File: config.mk
export PLATFORM = sky130hd
export DESIGN_NAME = dct8_column_fixed_point
export DESIGN_NICKNAME = d
export VERILOG_FILES = /design/src/dct8c_pkg.sv /design/src/dct8c_ctrl.sv /design/src/dct8_column_fixed_point.sv
export SDC_FILE = /design/constraint.sdc
export NUM_CORES = 2
export LEC_CHECK = 0
export BUFFER_PORTS_ARGS = -buffer_cell sky130_fd_sc_hd__buf_2
export CORE_MARGIN = 2
export CORE_UTILIZATION = 38
export CTS_CLUSTER_DIAMETER = 50
export DETAILED_ROUTE_END_ITERATION = 8
export GPL_TIMING_DRIVEN = 0
export PLACE_DENSITY = 0.58
export SYNTH_ARGS = -nofsm -noshare
export SYNTH_HDL_FRONTEND = slang
export SYNTH_SLANG_ARGS = --single-unit
File: constraint.sdc
create_clock -name aclk -period 10.8 [get_ports aclk]
set_input_delay 2.16 -clock aclk [delete_from_list [all_inputs] [get_ports aclk]]
set_output_delay 2.16 -clock aclk [all_outputs]
set_load 0.01 [all_outputs]
File: src/dct8c_pkg.sv
// Shared types and constants for the eight-point column DCT pipeline.
// No dependencies; imported by the pipeline control and the top level.
package dct8c_pkg;

    // Number of register stages between the request port and the result port.
    localparam int STAGES = 6;

    // Q13 rotation constants (all below 2^14, so 15 bits signed hold them).
    localparam logic signed [14:0] K_C1 = 15'sd11362;
    localparam logic signed [14:0] K_C3 = 15'sd9632;
    localparam logic signed [14:0] K_C5 = 15'sd6436;
    localparam logic signed [14:0] K_C7 = 15'sd2260;
    localparam logic signed [14:0] K_C2 = 15'sd10703;
    localparam logic signed [14:0] K_C6 = 15'sd4433;

    // Q16 scale by the square root of one half, with its rounding offset.
    localparam logic signed [16:0] K_C0  = 17'sd46341;
    localparam logic signed [16:0] K_RND = 17'sd32767;

    // Per-stage load enables and valid flags handed from control to datapath.
    typedef struct packed {
        logic [STAGES-1:0] load;
        logic [STAGES-1:0] valid;
    } pipe_ctl_t;

endpackage

File: src/dct8c_ctrl.sv
// Valid and back-pressure control for the column DCT pipeline.
// Depends on dct8c_pkg for the stage count and the control struct.
module dct8c_ctrl
    import dct8c_pkg::*;
(
    input  logic      aclk,
    input  logic      aresetn,
    input  logic      in_valid,
    input  logic      out_ready,
    output pipe_ctl_t ctl
);

    logic [STAGES-1:0] valid_reg;
    logic [STAGES-1:0] valid_next;
    logic [STAGES-1:0] load;
    logic [STAGES:0]   ready_chain;
    logic [STAGES-1:0] feed;
    logic              in_acc;
    logic              out_acc;

    // A stage may load when it is empty or when its contents move on.
    always_comb begin
        ready_chain[STAGES] = out_ready;
        for (int i = STAGES - 1; i >= 0; i--) begin
            load[i]        = !valid_reg[i] || ready_chain[i+1];
            ready_chain[i] = load[i];
        end
    end

    assign feed = {valid_reg[STAGES-2:0], in_valid};

    always_comb begin
        valid_next = valid_reg;
        for (int i = 0; i < STAGES; i++) begin
            if (load[i]) begin
                valid_next[i] = feed[i];
            end
        end
    end

    always_ff @(posedge aclk) begin
        if (!aresetn) begin
            valid_reg <= '0;
        end else begin
            valid_reg <= valid_next;
        end
    end

    assign ctl.load  = load;
    assign ctl.valid = valid_reg;

    assign in_acc  = in_valid && load[0];
    assign out_acc = valid_reg[STAGES-1] && out_ready;

    // Every accepted request is held in exactly one stage until it leaves.
    a_count_kept: assert property (@(posedge aclk) disable iff (!aresetn)
        1'b1 |=> int'($countones(valid_reg)) ==
                 int'($past($countones(valid_reg))) + int'($past(in_acc))
                 - int'($past(out_acc)))
        else $error("pipeline occupancy does not match requests in and out");

    // Requests are refused only when every stage is occupied.
    a_full_stall: assert property (@(posedge aclk) disable iff (!aresetn)
        !load[0] |-> &valid_reg)
        else $error("input refused while a stage is empty");

    // An accepted request lands in the first stage.
    a_enter: assert property (@(posedge aclk) disable iff (!aresetn)
        in_acc |=> valid_reg[0])
        else $error("accepted request lost at entry");

endmodule

File: src/dct8_column_fixed_point.sv
// Eight-point forward DCT column pass, top level with the six-stage datapath.
// Depends on dct8c_pkg and instantiates dct8c_ctrl.
//
// One request carries a column of eight signed 16-bit samples on
// s_sample_0..s_sample_7 and is taken when s_valid and s_ready are both high.
// Each request gives exactly one result of eight coefficients on
// m_coef_0..m_coef_7, handed over when m_valid and m_ready are both high.
// Coefficients 0 and 4 are 19-bit plain sums; the others are 18-bit product
// sums shifted right arithmetically by 13.
// A request passes through six register stages (butterfly, second butterfly,
// multiplies, rounding and odd butterfly, odd multiplies, final sums) before
// m_valid rises. A request may enter every cycle while m_ready is high, so a
// sustained rate of one column per cycle is reached.
// A synchronous active-low reset on aresetn empties the pipeline; results in
// flight are dropped. When the receiver holds m_ready low the stages fill up
// behind the waiting result, bubbles close, and s_ready falls only once every
// stage is occupied. Nothing is lost or repeated across a stall.
module dct8_column_fixed_point
    import dct8c_pkg::*;
(
    input  logic                aclk,
    input  logic                aresetn,
    input  logic                s_valid,
    output logic                s_ready,
    input  logic signed [15:0]  s_sample_0,
    input  logic signed [15:0]  s_sample_1,
    input  logic signed [15:0]  s_sample_2,
    input  logic signed [15:0]  s_sample_3,
    input  logic signed [15:0]  s_sample_4,
    input  logic signed [15:0]  s_sample_5,
    input  logic signed [15:0]  s_sample_6,
    input  logic signed [15:0]  s_sample_7,
    output logic                m_valid,
    input  logic                m_ready,
    output logic signed [18:0]  m_coef_0,
    output logic signed [17:0]  m_coef_1,
    output logic signed [17:0]  m_coef_2,
    output logic signed [17:0]  m_coef_3,
    output logic signed [18:0]  m_coef_4,
    output logic signed [17:0]  m_coef_5,
    output logic signed [17:0]  m_coef_6,
    output logic signed [17:0]  m_coef_7
);

    pipe_ctl_t ctl;

    dct8c_ctrl u_ctrl (
        .aclk      (aclk),
        .aresetn   (aresetn),
        .in_valid  (s_valid),
        .out_ready (m_ready),
        .ctl       (ctl)
    );

    assign s_ready = ctl.load[0];
    assign m_valid = ctl.valid[STAGES-1];

    // Stage 1: first butterfly. Sums are exact, differences wrap to 16 bits.
    logic signed [16:0] g0_reg, g1_reg, h0_reg, h1_reg;
    logic signed [15:0] h2_reg, h3_reg, g2_reg, g3_reg;

    always_ff @(posedge aclk) begin
        if (ctl.load[0]) begin
            g0_reg <= 17'(s_sample_0) + 17'(s_sample_7);
            g1_reg <= 17'(s_sample_1) + 17'(s_sample_6);
            h1_reg <= 17'(s_sample_2) + 17'(s_sample_5);
            h0_reg <= 17'(s_sample_3) + 17'(s_sample_4);
            h2_reg <= s_sample_0 - s_sample_7;
            h3_reg <= s_sample_1 - s_sample_6;
            g3_reg <= s_sample_2 - s_sample_5;
            g2_reg <= s_sample_3 - s_sample_4;
        end
    end

    // Stage 2: even butterfly and the odd pair ahead of the half scaling.
    logic signed [17:0] p0_reg, p1_reg;
    logic signed [15:0] r0_reg, r1_reg, q1_s2_reg, s1_s2_reg, sa_reg, qa_reg;

    always_ff @(posedge aclk) begin
        if (ctl.load[1]) begin
            p0_reg    <= 18'(g0_reg) + 18'(h0_reg);
            p1_reg    <= 18'(g1_reg) + 18'(h1_reg);
            r0_reg    <= 16'(g0_reg - h0_reg);
            r1_reg    <= 16'(g1_reg - h1_reg);
            q1_s2_reg <= g2_reg;
            s1_s2_reg <= h2_reg;
            sa_reg    <= h3_reg + g3_reg;
            qa_reg    <= h3_reg - g3_reg;
        end
    end

    // Stage 3: all products of this stage, plus the unscaled DC and
    // frequency-4 sums.
    logic signed [18:0] e0_s3_reg, e4_s3_reg;
    logic signed [30:0] m6r1_reg, m2r0_reg, m6r0_reg, m2r1_reg;
    logic signed [32:0] psa_reg, pqa_reg;
    logic signed [15:0] q1_s3_reg, s1_s3_reg;

    always_ff @(posedge aclk) begin
        if (ctl.load[2]) begin
            e0_s3_reg <= 19'(p0_reg) + 19'(p1_reg);
            e4_s3_reg <= 19'(p0_reg) - 19'(p1_reg);
            m6r1_reg  <= 31'(K_C6) * 31'(r1_reg);
            m2r0_reg  <= 31'(K_C2) * 31'(r0_reg);
            m6r0_reg  <= 31'(K_C6) * 31'(r0_reg);
            m2r1_reg  <= 31'(K_C2) * 31'(r1_reg);
            psa_reg   <= 33'(K_C0) * 33'(sa_reg);
            pqa_reg   <= 33'(K_C0) * 33'(qa_reg);
            q1_s3_reg <= q1_s2_reg;
            s1_s3_reg <= s1_s2_reg;
        end
    end

    // Stage 4: round the half-scaled odd terms, finish coefficients 2 and 6,
    // and form the odd butterfly in 16-bit wrapping arithmetic.
    logic signed [32:0] s0_round;
    logic signed [32:0] q0_round;
    logic signed [15:0] s0_val, q0_val;
    logic signed [31:0] e2_sum, e6_sum;

    always_comb begin
        s0_round = psa_reg + 33'(K_RND);
        q0_round = pqa_reg + 33'(K_RND);
        s0_val   = s0_round[31:16];
        q0_val   = q0_round[31:16];
        e2_sum   = 32'(m6r1_reg) + 32'(m2r0_reg);
        e6_sum   = 32'(m6r0_reg) - 32'(m2r1_reg);
    end

    logic signed [18:0] e0_s4_reg, e4_s4_reg;
    logic signed [17:0] e2_s4_reg, e6_s4_reg;
    logic signed [15:0] oq1_reg, oq0_reg, os1_reg, os0_reg;

    always_ff @(posedge aclk) begin
        if (ctl.load[3]) begin
            e0_s4_reg <= e0_s3_reg;
            e4_s4_reg <= e4_s3_reg;
            e2_s4_reg <= e2_sum[30:13];
            e6_s4_reg <= e6_sum[30:13];
            oq1_reg   <= q1_s3_reg + q0_val;
            oq0_reg   <= q1_s3_reg - q0_val;
            os1_reg   <= s1_s3_reg + s0_val;
            os0_reg   <= s1_s3_reg - s0_val;
        end
    end

    // Stage 5: odd rotation products.
    logic signed [18:0] e0_s5_reg, e4_s5_reg;
    logic signed [17:0] e2_s5_reg, e6_s5_reg;
    logic signed [30:0] m7q1_reg, m1s1_reg, m7s1_reg, m1q1_reg;
    logic signed [30:0] m3q0_reg, m5s0_reg, m3s0_reg, m5q0_reg;

    always_ff @(posedge aclk) begin
        if (ctl.load[4]) begin
            e0_s5_reg <= e0_s4_reg;
            e4_s5_reg <= e4_s4_reg;
            e2_s5_reg <= e2_s4_reg;
            e6_s5_reg <= e6_s4_reg;
            m7q1_reg  <= 31'(K_C7) * 31'(oq1_reg);
            m1s1_reg  <= 31'(K_C1) * 31'(os1_reg);
            m7s1_reg  <= 31'(K_C7) * 31'(os1_reg);
            m1q1_reg  <= 31'(K_C1) * 31'(oq1_reg);
            m3q0_reg  <= 31'(K_C3) * 31'(oq0_reg);
            m5s0_reg  <= 31'(K_C5) * 31'(os0_reg);
            m3s0_reg  <= 31'(K_C3) * 31'(os0_reg);
            m5q0_reg  <= 31'(K_C5) * 31'(oq0_reg);
        end
    end

    // Stage 6: odd sums, shifted right by 13, and the even coefficients into the result register.
    logic signed [31:0] o1_sum, o7_sum, o5_sum, o3_sum;

    always_comb begin
        o1_sum = 32'(m7q1_reg) + 32'(m1s1_reg);
        o7_sum = 32'(m7s1_reg) - 32'(m1q1_reg);
        o5_sum = 32'(m3q0_reg) + 32'(m5s0_reg);
        o3_sum = 32'(m3s0_reg) - 32'(m5q0_reg);
    end

    logic signed [18:0] coef0_reg, coef4_reg;
    logic signed [17:0] coef1_reg, coef2_reg, coef3_reg;
    logic signed [17:0] coef5_reg, coef6_reg, coef7_reg;

    always_ff @(posedge aclk) begin
        if (ctl.load[5]) begin
            coef0_reg <= e0_s5_reg;
            coef4_reg <= e4_s5_reg;
            coef2_reg <= e2_s5_reg;
            coef6_reg <= e6_s5_reg;
            coef1_reg <= o1_sum[30:13];
            coef7_reg <= o7_sum[30:13];
            coef5_reg <= o5_sum[30:13];
            coef3_reg <= o3_sum[30:13];
        end
    end

    assign m_coef_0 = coef0_reg;
    assign m_coef_1 = coef1_reg;
    assign m_coef_2 = coef2_reg;
    assign m_coef_3 = coef3_reg;
    assign m_coef_4 = coef4_reg;
    assign m_coef_5 = coef5_reg;
    assign m_coef_6 = coef6_reg;
    assign m_coef_7 = coef7_reg;

endmodule

==> run metrics <==
status finished clean; Data arrival, critical path between 8 and 9 ns; Synth Area in Compound Gates 10.4%; final setup fails 0; Layout area overhead 11.7%; Nets 12435; Adder-Cell Fraction of Synth Area 36.5%; Synth area leaders edfxtp_1 32%, ha_1 21%, fa_1 15%; area of the multi-input gates 0.0619 mm²; largest family of logic cells by synthesized area adder cells; most common cell after layout, fill and taps aside inv_1; Initial Util 38.2%; gr ovfl total 0; WL met1 106000 µm; row cnt about 190; f_max 132 MHz; CTS tree yes; Core ar. approximately 0.27 mm²; Remaining DRCs 0; RSZ-0062 raised after global routing no; setup ws final 3.22 ns; layout cells sized above 1 6.52%; mux contribution to synthesized area 0.403%; Syn Inst Count 9356; clk sinks 1077; FF-to-FF Start p1_reg[0]$_DFFE_PP_; htree depth 4; final wirelength 241000 µm; sequential-to-total area share from yosys stat around a third; HPWL Detailed 198000 µm; Slew HR 5.90%; simple-gate area share of the yosys netlist under 10%; Post-CTS Setup Repair Bufs 0; root buf cell clkbuf_16; die width roughly 520 µm; I/O Buffers 279; Initial DRC Count about 3300; Final min period 7.58 ns; initial antenna violation count about 40; post-layout util 42.7%; post-synth top area share 31.8%; max-cap violations 0; cell taking the most area after synthesis edfxtp_1; DP Worst Slack a little over 3 ns; cts bufs inserted between 150 and 200; Fin. Hold Viols 0; CP startpoint kind flop; max layer used met4; GRT Overall Usage 17.8%; Skew-Pair Late Insertion Delay 0.82 ns; fillers 25018; delay of the slowest critical-path stage between 1 and 1.5 ns; Hold Path Class flop to flop; worst-case clock buffer depth 4; CP Class flop to flop; Yosys warning total 0; largest net degree at the start of global routing 99; CP Max Fanout 18; Hold Startpoint e4_s4_reg[13]$_DFFE_PP_; number of synthesized flops with an enable pin 1071; Ports between 200 and 300; WL per Instance approximately 18 µm; Setup crit end kind flop; met2 wire len 117000 µm; gpl congestion 0.907; post-placement cell count 13182; Pins Over Slew Limit 0; critical path buffer and inverter count 2; CP Cell Sequence inv_1 -> fa_1 -> inv_1 -> ha_1 -> fa_1 -> ha_1 -> fa_1 -> fa_1 -> ha_1 -> a21oi_1 -> o21ai_0 -> a211oi_2 -> o41ai_2 -> a41o_1 -> a2111oi_0 -> o21bai_1 -> a21oi_1 -> xor2_1; cts hold-fix bufs 0; first-pass GRT wire length 380000 µm; Synth cell types 85; DR vias/cell between 4 and 5; met3 wire length 7990 µm; CP dominant cell by count fa_1; worst slew pin tran 1.41 ns; vias post-DR about 67000; vias in the first global route approximately 69000; top_reg_cell synth edfxtp_1; most frequent cells in the layout 1784 x inv_1, 1711 x ha_1, 1071 x edfxtp_1; Async SR Flop Fraction 0%; Die Area 0.271 mm²; CP top delay family adder cells; Tcrit/Tclk final about 70%; Syn Area/Cell around 11 µm²; Critical Path Start p1_reg[0]$_DFFE_PP_; Seq. cell area between 0.03 and 0.04 mm²; Worst Path Required 11.32 ns; mapped cell area 0.101 mm²; Final Non-Filler Cells 13487; Slowest cell on crit path edfxtp_1; Post-Synth XOR/XNOR Area under 10%; Die H 520 µm; ANT nets after route 0; CTS resizes 0; Clock Pin Slew Worst Setup and Hold Paths 0.06 ns; syn_nets between 10000 and 15000; Setup Skew 0.0441 ns; #FFs+latches synth 1077; 1st-pass router iterations 6
## worst register-to-register path: stages, from the launching register on
cell,delay (ns)
edfxtp_1,1.28
inv_1,0.62
fa_1,0.70
inv_1,0.04
ha_1,0.24
fa_1,0.44
ha_1,0.30
fa_1,0.51
fa_1,0.42
ha_1,0.36
a21oi_1,0.15
o21ai_0,0.12
a211oi_2,0.31
o41ai_2,0.18
a41o_1,0.33
a2111oi_0,0.44
o21bai_1,0.13
a21oi_1,0.19
xor2_1,0.53
## cells in the mapped netlist, types with 17 or more instances
master and count:
clkbuf_1 84, ha_1 1711, a41oi_1 17, xor2_1 203, a221oi_1 21, a31oi_1 72, nor3_1 158, nor2b_1 77
inv_1 1787, a2111oi_0 19, nand2b_1 63, nand3_1 128, a211o_1 21, nand4_1 39, o21bai_1 100, a21o_1 156
edfxtp_1 1071, nand2_1 272, o21a_1 61, o211ai_1 50, fa_1 777, mux2i_1 34, o21ai_0 261, and2_1 45
or2_2 21, a21oi_1 528, a211oi_1 62, nor4_1 34, or3_1 54, and3_1 79, xnor2_1 577, o31ai_1 31
a31o_2 29, nor2_1 445
## kinds of logic (layout without fill, tap and decap cells)
kind of cell | count (synthesis) | count (layout)
AOI/OAI and AO/OA | 1615 | 1615
xor gates and xnor gates | 780 | 780
adders and majority gates | 2488 | 2488
buffers and inverters | 1890 | 2468
DFF | 1077 | 1077
muxes | 40 | 40
other | 0 | 20
and+or+nand+nor | 1466 | 1466
## stage by stage
step | hold slack (ns) | cell area, µm² | setup TNS, ns
2_1_floorplan | 0.400 | 101000 | 0
3_3_place_gp | 0.404 | 107000 | -808.81
3_5_place_dp | 0.405 | 107000 | 0
4_1_cts | 0.407 | 113000 | 0
5_1_grt | 0.421 | 113000 | 0
6_report | 0.400 | 113000 | 0
## per-layer routing
| layer | vias up | global-route usage [%] |
|---|---|---|
| met5 | - | 0 |
| met4 | 0 | 7.31 |
| met3 | 373 | 1.99 |
| met2 | 1142 | 30.7 |
| met1 | 32582 | 22.6 |
| li1 | 33046 | - |
## path summary, 6_finish.rpt
check,endpoint,depth (start not counted),slack [ns]
setup / recovery,m2r1_reg[30]$_DFFE_PP_,18,3.22
hold / removal,e4_s5_reg[13]$_DFFE_PP_,0,0.40
setup reg to reg,m2r1_reg[30]$_DFFE_PP_,18,3.22
hold reg to reg,e4_s5_reg[13]$_DFFE_PP_,0,0.40
## layout make-up
cell class / count / share of cell area (%)
multi-input combinational: 6389 / 54.7
sequential: 1077 / 28.6
inverter: 1794 / 5.98
tap: 3533 / 3.91
clock buffer: 180 / 3.68
timing repair buffer: 294 / 1.59
clock inverter: 104 / 1.18
buffer: 96 / 0.324
antenna: 20 / 0.0443
Power is not shown: default switching activity piles up to over one toggle a cycle in this logic, so the estimate is an artifact.
